$ cat src/rtl/core/rrq_pkg.sv
// ----------------------------------------------------------------------------
// Round-robin run queue package
// Shared field widths, operation and status codes, and the stored entry type.
// ----------------------------------------------------------------------------
package rrq_pkg;

    // Number of entries in the store. The count field and the capacity
    // register are five bits wide, enough to count a full store of this size.
    localparam int DEPTH = 16;

    localparam int ID_W  = 16;
    localparam int TU_W  = 16;
    localparam int RC_W  = 32;
    localparam int OCC_W = 5;

    // Operation codes carried in the func field.
    localparam logic [1:0] FN_ENQUEUE = 2'd0;
    localparam logic [1:0] FN_DEQUEUE = 2'd1;
    localparam logic [1:0] FN_TICK    = 2'd2;
    localparam logic [1:0] FN_ROTATE  = 2'd3;

    // Result status codes.
    localparam logic [1:0] ST_OK    = 2'd0;
    localparam logic [1:0] ST_FULL  = 2'd1;
    localparam logic [1:0] ST_EMPTY = 2'd2;

    localparam logic [OCC_W-1:0] CAP_RESET = 5'd16;

    typedef struct packed {
        logic [ID_W-1:0] process_id;
        logic [TU_W-1:0] time_units;
        logic [RC_W-1:0] cpu_time;
        logic [RC_W-1:0] total_time;
    } entry_t;

endpackage

$ cat src/rtl/core/rrq_if.sv
// ----------------------------------------------------------------------------
// Round-robin run queue channels
// Valid/ready channels for operation requests and their results.
// ----------------------------------------------------------------------------
interface rrq_in_if;
    logic        valid;
    logic        ready;
    logic [1:0]  func;
    logic [15:0] process_id;
    logic [15:0] time_units;
    logic [31:0] cpu_time_in;
    logic [31:0] total_time_in;

    modport source (
        output valid,
        output func,
        output process_id,
        output time_units,
        output cpu_time_in,
        output total_time_in,
        input  ready
    );

    modport sink (
        input  valid,
        input  func,
        input  process_id,
        input  time_units,
        input  cpu_time_in,
        input  total_time_in,
        output ready
    );
endinterface

interface rrq_out_if;
    logic        valid;
    logic        ready;
    logic [1:0]  status;
    logic        head_valid;
    logic [15:0] head_process_id;
    logic [15:0] head_time_units;
    logic [31:0] head_cpu_time;
    logic [31:0] head_total_time;
    logic [4:0]  count;

    modport source (
        output valid,
        output status,
        output head_valid,
        output head_process_id,
        output head_time_units,
        output head_cpu_time,
        output head_total_time,
        output count,
        input  ready
    );

    modport sink (
        input  valid,
        input  status,
        input  head_valid,
        input  head_process_id,
        input  head_time_units,
        input  head_cpu_time,
        input  head_total_time,
        input  count,
        output ready
    );
endinterface

$ cat src/rtl/core/rrq_store.sv
// ----------------------------------------------------------------------------
// Run queue entry store
// Circular entry memory with one write port and one registered read port.
// ----------------------------------------------------------------------------
module rrq_store #(
    parameter int DEPTH = 16,
    localparam int IDX_W = $clog2(DEPTH)
) (
    input  logic               clk,
    input  logic               wr_en,
    input  logic [IDX_W-1:0]   wr_addr,
    input  rrq_pkg::entry_t    wr_data,
    input  logic               rd_en,
    input  logic [IDX_W-1:0]   rd_addr,
    output rrq_pkg::entry_t    rd_data
);

    rrq_pkg::entry_t mem [DEPTH];

    always_ff @(posedge clk)
    begin
        if (wr_en)
        begin
            mem[wr_addr] <= wr_data;
        end
        if (rd_en)
        begin
            rd_data <= mem[rd_addr];
        end
    end

endmodule

$ cat src/rtl/core/rrq_age_unit.sv
// ----------------------------------------------------------------------------
// Run queue ageing unit
// Saturating increment of both residence counts, and optionally spends one
// time unit of the entry, stopping at zero.
// ----------------------------------------------------------------------------
module rrq_age_unit (
    input  rrq_pkg::entry_t entry_in,
    input  logic            spend,
    output rrq_pkg::entry_t entry_out
);

    always_comb
    begin
        entry_out.process_id = entry_in.process_id;
        entry_out.time_units = (spend && (entry_in.time_units != '0))
                             ? entry_in.time_units - 1'b1 : entry_in.time_units;
        entry_out.cpu_time   = (entry_in.cpu_time == '1)
                             ? entry_in.cpu_time : entry_in.cpu_time + 1'b1;
        entry_out.total_time = (entry_in.total_time == '1)
                             ? entry_in.total_time : entry_in.total_time + 1'b1;
    end

endmodule

$ cat src/rtl/core/round_robin_run_queue_core.sv
// Enqueue and any full or empty result are offered in the cycle after
// acceptance; dequeue and a rotate of a single entry pass through LOAD, a
// rotate of several entries through MOVE and LOAD, and a tick through WALK.
// One operation is in flight at a time; the next request is taken in the cycle
// after its result is accepted. A tick walks one entry per cycle (up to DEPTH).
// Reset empties the queue, sets capacity to 16; no clearing pass is needed.
// ----------------------------------------------------------------------------
// Round-robin run queue core
// Bounded circular ready queue with enqueue, dequeue, tick and rotate
// operations, sequenced over one entry memory and one shared ageing unit.
// ----------------------------------------------------------------------------
module round_robin_run_queue_core (
    input  logic       clk,
    input  logic       rst_n,
    input  logic       cfg_we,
    input  logic [4:0] cfg_wdata,
    rrq_in_if.sink     req,
    rrq_out_if.source  rsp
);

    localparam int DEPTH = rrq_pkg::DEPTH;
    localparam int IDX_W = $clog2(DEPTH);
    localparam int OCC_W = rrq_pkg::OCC_W;
    // Wide enough for head plus occupancy without overflow.
    localparam int SUM_W = ((IDX_W > OCC_W) ? IDX_W : OCC_W) + 1;

    // Sequencer states. MOVE copies the old head to the tail during a
    // rotate; WALK ages one stored entry per cycle during a tick; LOAD takes
    // the registered read data into the result register.
    typedef enum logic [5:0] {
        S_IDLE = 6'b000001,
        S_WALK = 6'b000010,
        S_MOVE = 6'b000100,
        S_LOAD = 6'b001000,
        S_OUT  = 6'b010000,
        S_HOLD = 6'b100000
    } state_t;

    state_t               state_reg, state_next;
    logic [IDX_W-1:0]     head_reg, head_next;
    logic [OCC_W-1:0]     occ_reg, occ_next;
    logic [OCC_W-1:0]     cap_reg, cap_next;
    logic [OCC_W-1:0]     walk_cnt_reg, walk_cnt_next;
    logic [IDX_W-1:0]     walk_slot_reg, walk_slot_next;
    logic [1:0]           status_reg, status_next;
    logic                 hv_reg, hv_next;
    rrq_pkg::entry_t      result_reg, result_next;

    // Memory port controls.
    logic                 wr_en;
    logic [IDX_W-1:0]     wr_addr;
    rrq_pkg::entry_t      wr_data;
    logic                 rd_en;
    logic [IDX_W-1:0]     rd_addr;
    rrq_pkg::entry_t      rd_data;

    // Shared ageing unit.
    logic                 spend;
    rrq_pkg::entry_t      aged;

    logic                 accept;
    logic [SUM_W-1:0]     tail_sum;
    logic [SUM_W-1:0]     tail_wrap;
    logic [IDX_W-1:0]     tail;
    logic [IDX_W-1:0]     head_inc;
    logic [IDX_W-1:0]     slot_inc;
    logic                 store_full;
    logic                 queue_full;
    rrq_pkg::entry_t      new_entry;

    rrq_store #(
        .DEPTH (DEPTH)
    ) u_store (
        .clk     (clk),
        .wr_en   (wr_en),
        .wr_addr (wr_addr),
        .wr_data (wr_data),
        .rd_en   (rd_en),
        .rd_addr (rd_addr),
        .rd_data (rd_data)
    );

    rrq_age_unit u_age (
        .entry_in  (rd_data),
        .spend     (spend),
        .entry_out (aged)
    );

    assign accept = req.valid && req.ready;

    // The tail slot is head plus occupancy modulo DEPTH. Both terms are
    // below DEPTH or equal to it, so one conditional subtract suffices.
    assign tail_sum  = SUM_W'(head_reg) + SUM_W'(occ_reg);
    assign tail_wrap = (tail_sum >= SUM_W'(DEPTH)) ? tail_sum - SUM_W'(DEPTH) : tail_sum;
    assign tail      = tail_wrap[IDX_W-1:0];

    assign head_inc = (head_reg == IDX_W'(DEPTH - 1)) ? '0 : head_reg + 1'b1;
    assign slot_inc = (walk_slot_reg == IDX_W'(DEPTH - 1)) ? '0 : walk_slot_reg + 1'b1;

    // The capacity register may exceed the store, so the store size also
    // bounds the queue.
    assign store_full = 32'(occ_reg) >= 32'(DEPTH);
    assign queue_full = (occ_reg >= cap_reg) || store_full;

    assign new_entry.process_id = req.process_id;
    assign new_entry.time_units = req.time_units;
    assign new_entry.cpu_time   = req.cpu_time_in;
    assign new_entry.total_time = req.total_time_in;

    assign cap_next = cfg_we ? cfg_wdata : cap_reg;

    always_comb
    begin
        state_next     = state_reg;
        head_next      = head_reg;
        occ_next       = occ_reg;
        walk_cnt_next  = walk_cnt_reg;
        walk_slot_next = walk_slot_reg;
        status_next    = status_reg;
        hv_next        = hv_reg;
        result_next    = result_reg;
        wr_en          = 1'b0;
        wr_addr        = tail;
        wr_data        = new_entry;
        rd_en          = 1'b0;
        rd_addr        = head_reg;
        spend          = 1'b0;

        case (state_reg)
            S_IDLE:
            begin
                if (accept)
                begin
                    if (req.func == rrq_pkg::FN_ENQUEUE)
                    begin
                        hv_next     = 1'b0;
                        result_next = '0;
                        state_next  = S_OUT;
                        if (queue_full)
                        begin
                            status_next = rrq_pkg::ST_FULL;
                        end
                        else
                        begin
                            status_next = rrq_pkg::ST_OK;
                            wr_en       = 1'b1;
                            occ_next    = occ_reg + 1'b1;
                        end
                    end
                    else if (occ_reg == '0)
                    begin
                        status_next = rrq_pkg::ST_EMPTY;
                        hv_next     = 1'b0;
                        result_next = '0;
                        state_next  = S_OUT;
                    end
                    else
                    begin
                        // Every remaining operation starts by reading the head.
                        status_next = rrq_pkg::ST_OK;
                        hv_next     = 1'b1;
                        rd_en       = 1'b1;
                        case (req.func)
                            rrq_pkg::FN_DEQUEUE:
                            begin
                                head_next  = head_inc;
                                occ_next   = occ_reg - 1'b1;
                                state_next = S_LOAD;
                            end
                            rrq_pkg::FN_TICK:
                            begin
                                walk_cnt_next  = '0;
                                walk_slot_next = head_reg;
                                state_next     = S_WALK;
                            end
                            rrq_pkg::FN_ROTATE:
                            begin
                                state_next = (occ_reg > OCC_W'(1)) ? S_MOVE : S_LOAD;
                            end
                            default:
                            begin
                                state_next = S_LOAD;
                            end
                        endcase
                    end
                end
            end

            S_WALK:
            begin
                // Write back the aged entry and fetch the next one. Only the
                // head spends a time unit, and its aged copy is the result.
                spend   = (walk_cnt_reg == '0);
                wr_en   = 1'b1;
                wr_addr = walk_slot_reg;
                wr_data = aged;
                if (walk_cnt_reg == '0)
                begin
                    result_next = aged;
                end
                if ((walk_cnt_reg + OCC_W'(1)) == occ_reg)
                begin
                    state_next = S_OUT;
                end
                else
                begin
                    rd_en          = 1'b1;
                    rd_addr        = slot_inc;
                    walk_slot_next = slot_inc;
                    walk_cnt_next  = walk_cnt_reg + 1'b1;
                end
            end

            S_MOVE:
            begin
                // With a full store the old head slot already is the new tail.
                wr_en      = !store_full;
                wr_data    = rd_data;
                head_next  = head_inc;
                rd_en      = 1'b1;
                rd_addr    = head_inc;
                state_next = S_LOAD;
            end

            S_LOAD:
            begin
                result_next = rd_data;
                state_next  = S_OUT;
            end

            S_OUT:
            begin
                if (rsp.ready)
                begin
                    state_next = S_IDLE;
                end
            end

            default:
            begin
                state_next = S_IDLE;
            end
        endcase
    end

    always_ff @(posedge clk or negedge rst_n)
    begin
        if (!rst_n)
        begin
            state_reg     <= S_IDLE;
            head_reg      <= '0;
            occ_reg       <= '0;
            cap_reg       <= rrq_pkg::CAP_RESET;
            walk_cnt_reg  <= '0;
            walk_slot_reg <= '0;
        end
        else
        begin
            state_reg     <= state_next;
            head_reg      <= head_next;
            occ_reg       <= occ_next;
            cap_reg       <= cap_next;
            walk_cnt_reg  <= walk_cnt_next;
            walk_slot_reg <= walk_slot_next;
        end
    end

    // Result payload registers hold still while the result is offered.
    always_ff @(posedge clk)
    begin
        status_reg <= status_next;
        hv_reg     <= hv_next;
        result_reg <= result_next;
    end

    assign req.ready           = (state_reg == S_IDLE);
    assign rsp.valid           = (state_reg == S_OUT);
    assign rsp.status          = status_reg;
    assign rsp.head_valid      = hv_reg;
    assign rsp.head_process_id = result_reg.process_id;
    assign rsp.head_time_units = result_reg.time_units;
    assign rsp.head_cpu_time   = result_reg.cpu_time;
    assign rsp.head_total_time = result_reg.total_time;
    assign rsp.count           = occ_reg;

    // A result on offer blocks new requests.
    a_out_blocks_in: assert property (@(posedge clk) disable iff (!rst_n)
        rsp.valid |-> !req.ready)
        else $error("request accepted while a result is pending");

    // Occupancy never exceeds the store.
    a_occ_bound: assert property (@(posedge clk) disable iff (!rst_n)
        32'(occ_reg) <= 32'(DEPTH))
        else $error("occupancy beyond store depth");

    // A successful enqueue adds exactly one entry.
    a_enqueue_grows: assert property (@(posedge clk) disable iff (!rst_n)
        (accept && (req.func == rrq_pkg::FN_ENQUEUE) && !queue_full)
        |=> (occ_reg == $past(occ_reg) + 1'b1))
        else $error("enqueue did not grow the queue");

    // The tick walk stays inside the occupied entries.
    a_walk_bound: assert property (@(posedge clk) disable iff (!rst_n)
        (state_reg == S_WALK) |-> (walk_cnt_reg < occ_reg))
        else $error("tick walk ran past the queue");

endmodule

$ cat src/flat_wrapper.sv
// flat-port wrapper written by rule: the top's interface ports become plain ports
module round_robin_run_queue_core_flat 
  (clk, rst_n, cfg_we, cfg_wdata, req_valid, req_func, req_process_id, req_time_units, req_cpu_time_in, req_total_time_in, req_ready, rsp_valid, rsp_status, rsp_head_valid, rsp_head_process_id, rsp_head_time_units, rsp_head_cpu_time, rsp_head_total_time, rsp_count, rsp_ready);
  rrq_in_if req_i ();
  rrq_out_if rsp_i ();
  input  logic clk;
  input  logic rst_n;
  input  logic cfg_we;
  input  logic [4:0] cfg_wdata;
  input wire logic [$bits(req_i.valid)-1:0] req_valid;
  input wire logic [$bits(req_i.func)-1:0] req_func;
  input wire logic [$bits(req_i.process_id)-1:0] req_process_id;
  input wire logic [$bits(req_i.time_units)-1:0] req_time_units;
  input wire logic [$bits(req_i.cpu_time_in)-1:0] req_cpu_time_in;
  input wire logic [$bits(req_i.total_time_in)-1:0] req_total_time_in;
  output wire logic [$bits(req_i.ready)-1:0] req_ready;
  output wire logic [$bits(rsp_i.valid)-1:0] rsp_valid;
  output wire logic [$bits(rsp_i.status)-1:0] rsp_status;
  output wire logic [$bits(rsp_i.head_valid)-1:0] rsp_head_valid;
  output wire logic [$bits(rsp_i.head_process_id)-1:0] rsp_head_process_id;
  output wire logic [$bits(rsp_i.head_time_units)-1:0] rsp_head_time_units;
  output wire logic [$bits(rsp_i.head_cpu_time)-1:0] rsp_head_cpu_time;
  output wire logic [$bits(rsp_i.head_total_time)-1:0] rsp_head_total_time;
  output wire logic [$bits(rsp_i.count)-1:0] rsp_count;
  input wire logic [$bits(rsp_i.ready)-1:0] rsp_ready;
  assign req_i.valid = req_valid;
  assign req_i.func = req_func;
  assign req_i.process_id = req_process_id;
  assign req_i.time_units = req_time_units;
  assign req_i.cpu_time_in = req_cpu_time_in;
  assign req_i.total_time_in = req_total_time_in;
  assign req_ready = req_i.ready;
  assign rsp_valid = rsp_i.valid;
  assign rsp_status = rsp_i.status;
  assign rsp_head_valid = rsp_i.head_valid;
  assign rsp_head_process_id = rsp_i.head_process_id;
  assign rsp_head_time_units = rsp_i.head_time_units;
  assign rsp_head_cpu_time = rsp_i.head_cpu_time;
  assign rsp_head_total_time = rsp_i.head_total_time;
  assign rsp_count = rsp_i.count;
  assign rsp_i.ready = rsp_ready;
  round_robin_run_queue_core u_core (.clk(clk), .rst_n(rst_n), .cfg_we(cfg_we), .cfg_wdata(cfg_wdata), .req(req_i), .rsp(rsp_i));
endmodule
$ cat config.mk
export PLATFORM = sky130hd
export DESIGN_NAME = round_robin_run_queue_core_flat
export DESIGN_NICKNAME = d
export VERILOG_FILES = /design/src/rtl/core/rrq_pkg.sv /design/src/rtl/core/rrq_if.sv /design/src/rtl/core/rrq_store.sv /design/src/rtl/core/rrq_age_unit.sv /design/src/rtl/core/round_robin_run_queue_core.sv /design/src/flat_wrapper.sv
export SDC_FILE = /design/constraint.sdc
export NUM_CORES = 2
export LEC_CHECK = 0
export BUFFER_PORTS_ARGS = -buffer_cell sky130_fd_sc_hd__buf_4
export CAP_MARGIN = 20
export CORE_MARGIN = 2
export CORE_UTILIZATION = 62
export CTS_CLUSTER_DIAMETER = 100
export DETAILED_ROUTE_END_ITERATION = 6
export PLACE_DENSITY = 0.84
export SYNTH_ARGS = -nofsm -noshare
export SYNTH_HDL_FRONTEND = slang
export SYNTH_SLANG_ARGS = --single-unit
export TNS_END_PERCENT = 5
$ cat constraint.sdc
create_clock -name clk -period 7.4 [get_ports clk]
set_input_delay 1.11 -clock clk [delete_from_list [all_inputs] [get_ports clk]]
set_output_delay 1.11 -clock clk [all_outputs]
set_load 0.01 [all_outputs]
==> Word level (Yosys, flattened, before mapping) <==
Memories as Yosys holds them, arrays and structs flattened. A register that Yosys moved wholly into a read port is not among the register bits.
Cells that the tools add are included.
{ "totals": {"register_bits": 128, "ram_bits": 1536, "in_bits": 108, "word_cells": 129, "mem_count": 1} }
{ "op_classes": {"addsub": 10, "magnitude_cmp": 4, "n_eq_ne": 25, "muxes": 59, "reduce_logical": 18} }
{ "memory_table": {"columns": ["name", "words", "word_bits", "rd", "rd_ports_with_merged_regs", "write_ports", "line_no", "source"], "rows": [
  ["u_core.u_store.mem", 16, 96, 1, 1, 1, "rrq_store.sv:18", "rrq_pkg::entry_t mem [DEPTH];"]
]} }
{ "ops": {"columns": ["op", "count"], "rows": [
  ["two-way mux 96 bit", 4],
  ["one-hot mux 96 bit (3 select lines)", 1],
  ["one-hot mux 96 bit (2 select lines)", 1],
  ["adder 32 x 1 -> 32 bit (second input constant)", 2],
  ["equality test 32 bit (second input constant)", 2],
  ["two-way mux 32 bit", 2],
  ["two-way mux 4 bit", 15],
  ["two-way mux 5 bit", 9],
  ["two-way mux 6 bit", 5],
  ["one-hot mux 6 bit (5 select lines)", 1],
  ["one-hot mux 4 bit (2 select lines)", 3],
  ["two-way mux 16 bit", 1],
  ["nonzero test 16 bit", 1],
  ["subtractor 16 x 1 -> 16 bit (second input constant)", 1],
  ["!= test 2 bit (second input constant)", 7],
  ["one-hot mux 6 bit (2 select lines)", 1],
  ["two-way mux 1 bit", 11],
  ["adder 5 x 1 -> 5 bit (second input constant)", 2],
  ["logical NOT 5 bit", 2],
  ["one-hot mux 5 bit (2 select lines)", 1],
  ["AND reduction 5 bit", 2],
  ["adder 4 x 1 -> 4 bit (second input constant)", 2],
  ["equality test 4 bit (second input constant)", 2],
  ["!= test 2 x 1 -> 1 bit (second input constant)", 4],
  ["28 further kinds", 34]
]} }

==> Longest topological paths before layout <==
{ "depth": {"depth_word": 8, "depth_mapped": 14} }

==> Hierarchy <==
A second synthesis with hierarchy kept.
{ "unflattened": {"cells_unflattened": 3442, "area_unflattened_um2": 69880.8} }
{ "modules_own_cells": {"columns": ["mod", "n_inst", "cells_per_inst", "area_each_um2", "seq_area_each_um2"], "rows": [
  ["rrq_store", 1, 2460, 60319.1, 49007.0],
  ["round_robin_run_queue_core", 1, 683, 7549.7, 3676.0],
  ["rrq_age_unit", 1, 299, 2011.9, 0.0]
]} }

==> Least setup slack after synthesis <==
No wires, ideal clock.
{ "synth_path": {"kind": "reg2reg", "start": "register u_core.occ_reg[0] (netlist: u_core.rsp.count[0])", "end": "memory u_core.u_store.mem[5][0] (netlist bit) (enable)", "t_arrival_ns": 6.066, "slack_ns": 0.782, "path_stages_with_launch": 11, "path_buffers": 0, "synth_period_minus_slack_ns": 6.618, "path_cell_list": "dfrtp_1 > inv_1 > ha_1 > nand2b_1 > a21o_1 > a21o_1 > a21oi_1 > o2111ai_1 > a21boi_0 > nand2_1 > nor2_1"} }
{ "synth_via": {"elab_chain_cells": 8} }
{ "synth_lines": {"columns": ["element", "line_no", "source"], "rows": [
  ["start, declared", "round_robin_run_queue_core.sv:41", "logic [OCC_W-1:0] occ_reg, occ_next;"],
  ["start signal, assigned", "round_robin_run_queue_core.sv:261", "occ_reg <= occ_next;"],
  ["greater-or-equal comparator 5 bit, on equally long branches", "round_robin_run_queue_core.sv:103, round_robin_run_queue_core.sv:102", null],
  ["logical OR 1 bit", "round_robin_run_queue_core.sv:103", "assign queue_full = (occ_reg >= cap_reg) || store_full;"],
  ["two-way mux 1 bit", "round_robin_run_queue_core.sv:139", "if (queue_full)"],
  ["two-way mux 1 bit", "round_robin_run_queue_core.sv:134", "if (req.func == rrq_pkg::FN_ENQUEUE)"],
  ["two-way mux 1 bit", "round_robin_run_queue_core.sv:132", "if (accept)"],
  ["one-hot mux 1 bit (3 select lines)", "round_robin_run_queue_core.sv:129", "case (state_reg)"],
  ["two-way mux 1 bit", "rrq_store.sv:22", "if (wr_en)"],
  ["two-way mux 1 bit (not written as such)", "rrq_store.sv:24", "mem[wr_addr] <= wr_data;"],
  ["end, declared", "rrq_store.sv:18", null]
]} }
Parallel ways exist; a longest one is shown, timed or not.

==> Worst setup path after layout <==
{ "layout_path": {"start": "register u_core.walk_cnt_reg[0]", "end": "register u_core.u_store.rd_data[7] (netlist name)"} }
{ "layout_via": {"elab_chain_cells": 4} }
{ "layout_lines": {"columns": ["element", "line_no", "source"], "rows": [
  ["start, declared", "round_robin_run_queue_core.sv:43", "logic [OCC_W-1:0] walk_cnt_reg, walk_cnt_next;"],
  ["start signal, assigned", "round_robin_run_queue_core.sv:263", "walk_cnt_reg <= walk_cnt_next;"],
  ["adder 5 x 1 -> 5 bit (*)", "round_robin_run_queue_core.sv:201", "if ((walk_cnt_reg + OCC_W'(1)) == occ_reg)"],
  ["equality test 5 bit (*)", "round_robin_run_queue_core.sv:201", null],
  ["two-way mux 1 bit / two-way mux 4 bit (equally long branches)", "round_robin_run_queue_core.sv:201", null],
  ["one-hot mux 1 bit (3 select lines) / one-hot mux 4 bit (2 select lines) (equally long branches)", "round_robin_run_queue_core.sv:129", null]
]} }
Every way passes the cells marked *; elsewhere a longest branch is shown, timed or not.
A chain may end at the register's enable or synchronous reset.

==> impl_metrics.toml <==
[routing]
via_per_inst = 7.23
post_drt_wl_per_cell_um = 29.1
drt_first_iter_violations = 10000
wl_um = 210000
vias = 52100
drc = 9
drt_first_pass_iters = 7
ant_nets = 0

[floorplanning]
die_area_mm2 = 0.121
rows = 125
die_w_um = 347
core_mm2 = 0.117
die_y_um = 347
ios = 214
start_util = 0.627

[critical_path]
required_ns = 7.90
rr_endpoint = "u_core.u_store.rd_data[7]"
ff2ff_setup_slack_ns = 2.62
critPathLaunchType = "flip-flop"
reg2regPathDepth = 10
crit_type = "reg -> reg"
cp.arrival_ns = 5.29
reg2reg_from = "u_core.walk_cnt_reg[0]"
critPathMaxFanout = 58
worstSetupEndpointType = "flip-flop"

[sta]
setup-violations-final = 0
tightestPinTransition_ns = 1.19
relSlewSlack = 0.208
min_period_ns = 4.78
setup_tns_ns = 0
whs_ns = 0.247
rsz0062_at_grt = "false"
finalClockSkew_ns = 0.0522
fmax_mhz = 209
slew_violations = 0
post-route-period-util = 0.646
finalHoldViolations = 0

[placed_design]
port_buffers = 213
gp_congestion = 0.902
dp.cells = 6891
hpwl_um = 109000

[yosys]
synth_top_family_by_area = "compound AO/OA/AOI/OAI gates"
ys_warn_count = 0
synth_area_leaders = "edfxtp_1 (71%), o21ai_0 (3.8%), nand3_1 (3.7%), nand2_1 (3.2%), o211ai_1 (2.1%)"
synthArstFlopShare = 0.0159
synth_enable_flop_cells = 1731
synth_ff_type = "edfxtp_1"
synth.area.mux_share = 0.000462
yosysSeqAreaShare = 0.721
yosys.area_share.xor_xnor = 0.00216
synth_compound_area_frac = 0.144
synth_area_per_cell_um2 = 13.3
synth_nets = 5627
syn_inst = 5498
netlist_area_mm2 = 0.0731
synth_fa_ha_area_frac = 0.00370
ys_ff_latch = 1759
synth_cell_types = 76
yosysTopAreaCellShare = 0.711
synth_top_cell_by_area = "edfxtp_1"
synthSimpleGateAreaFrac = 0.0963

[power]
peakVddDrop_mv = 0.715
leakage_nw = 27.5
power_density_mw_per_mm2 = 398

[job]
maxCapViolCount = 0

[clocking]
htreeDepth = 4
cts_tree = "built"
clkLatencyLatePin_ns = 0.81
tritoncts.num_buffers = 170
cts-root-buf = "clkbuf_16"
postCtsHoldBufs = 0
clockBufferDepth = 3
cts_num_sinks = 1759
post_cts_buffers = 0
cts_resized = 0
path_clk_slew_ns = 0.06

[global_routing]
grtUsageTotal = 0.341
grt_max_degree = 209
grt_pass1_wl_um = 310000
antenna_found_initial = 6
grt_pass1_vias = 51100
grt-ovfl-total = 0

[finish]
top_regs = "u_core.u_store.mem (1536), u_core.u_store.rd_data (96)"
fin_nets = 5679
top_register = "u_core.u_store.mem"
final_layout_size_suffix_gt1_frac = 0.107
largest_register_ffs = 1536
fin_cells = 7209
area_growth_pct = 11.4

[status]
status = "complete, but fails checks"
violations = "DRC"

[hold_path]
worst_hold_path_type = "in -> async"
==> cells in the mapped netlist (4+ instances only) <==
| master | number |
|---|---|
| a211o_1 | 96 |
| a211oi_1 | 99 |
| a21o_1 | 13 |
| a21oi_1 | 235 |
| a221o_1 | 10 |
| a31oi_1 | 116 |
| a32o_1 | 97 |
| a32oi_1 | 98 |
| and2_1 | 28 |
| and3_1 | 111 |
| and4_1 | 7 |
| buf_1 | 27 |
| buf_2 | 103 |
| buf_6 | 4 |
| clkbuf_1 | 314 |
| dfrtp_1 | 26 |
| edfxtp_1 | 1731 |
| ha_1 | 20 |
| inv_1 | 127 |
| nand2_1 | 618 |
| nand2b_1 | 8 |
| nand3_1 | 539 |
| nand3b_1 | 7 |
| nand4_1 | 17 |
| nor2_1 | 93 |
| nor3_1 | 26 |
| nor4_1 | 14 |
| o211ai_1 | 208 |
| o21ai_0 | 559 |
| o311ai_0 | 24 |
| o31ai_1 | 22 |
| or3_1 | 10 |
| or4_1 | 4 |
| xnor2_1 | 15 |
==> kinds of logic after synthesis <==
| group | after synthesis |
|---|---|
| flops | 1759 |
| mux | 3 |
| compound gates | 1611 |
| buf+inv | 580 |
| simple gates | 1506 |
| fa+ha+maj | 21 |
| xor+xnor | 18 |
==> critical path, stage by stage (launching register included) <==
cell	delay [ns]
dfrtp_1	0.45
ha_1	0.30
o21ba_1	0.21
a22oi_1	0.25
o2111ai_2	0.34
a211oi_1	0.56
or2_1	0.31
nand2b_4	0.69
buf_4	0.90
a211o_1	0.23
o211ai_1	0.15
==> final cells by class <==
cell class	instances	area (um2)
sequential	1759	52700
fill	7109	35100
multi-input combinational	3159	18300
clock buffer	215	4550
timing repair buffer	333	2760
tap	1524	1910
clock inverter	90	694
inverter	127	477
antenna	2	5.00
==> through the flow <==
stage,power (mW),setup slack (ns),utilization,cell area (um2)
2_1_floorplan,20.2,0.782,-,73100
3_3_place_gp,23.3,2.80,0.652,76000
3_5_place_dp,23.7,2.73,0.653,76000
4_1_cts,32.0,2.74,0.698,81300
5_1_grt,33.4,2.49,0.698,81400
6_report,32.3,2.62,0.698,81400
==> where the power goes <==
| group | switching (mW) | total (mW) | internal, mW | leakage (nW) |
|---|---|---|---|---|
| clock | 3.68 | 8.30 | 4.62 | 2.56 |
| combinational | 7.46 | 10.7 | 3.21 | 8.93 |
| sequential | 0.733 | 13.4 | 12.7 | 16.0 |
==> cell usage in the layout, fill, tap and decap left out, types with 17 or more instances in the layout <==
cell       Yosys  routed
edfxtp_1    1731    1731
nand2_1      618     615
o21ai_0      559     559
nand3_1      539     538
buf_4          3     307
a21oi_1      235     235
o211ai_1     208     208
clkbuf_16      0     174
inv_1        127     127
a31oi_1      116     116
and3_1       111     110
a211oi_1      99      99
a32oi_1       98      98
a32o_1        97      97
a211o_1       96      96
nor2_1        93      75
clkinv_1       0      39
clkbuf_1     314      37
clkinv_2       0      30
nor3_1        26      26
and2_1        28      26
dfrtp_1       26      26
o31ai_1       22      22
buf_12         0      21
ha_1          20      20
nor2_4         1      19
o311ai_1       0      18
nand4_1       17      17
==> layer usage <==
layer / up-vias / wire (um) / GRT usage
met4: 8 / 11200 / 0.184
met1: 25000 / 70200 / 0.449
met5: - / 44 / 0
li1: 21500 / - / -
met3: 817 / 31800 / 0.0886
met2: 4735 / 96300 / 0.524
==> worst max path at each step <==
stage	startpoint	end	slack (ns)	cells after the start
after floorplan	u_core.rsp.count[0]	u_core.u_store.mem[5][0]	0.78	10
after global placement	req_func[1]	u_core.u_store.mem[7][38]	2.80	7
after detailed placement	req_func[1]	u_core.u_store.mem[7][38]	2.73	7
after CTS	u_core.walk_cnt_reg[0]	u_core.u_store.rd_data[7]	2.74	10
after global routing	u_core.walk_cnt_reg[0]	u_core.u_store.rd_data[7]	2.49	10
final	u_core.walk_cnt_reg[0]	u_core.u_store.rd_data[7]	2.62	10
Power figures use the tool's default switching activity.
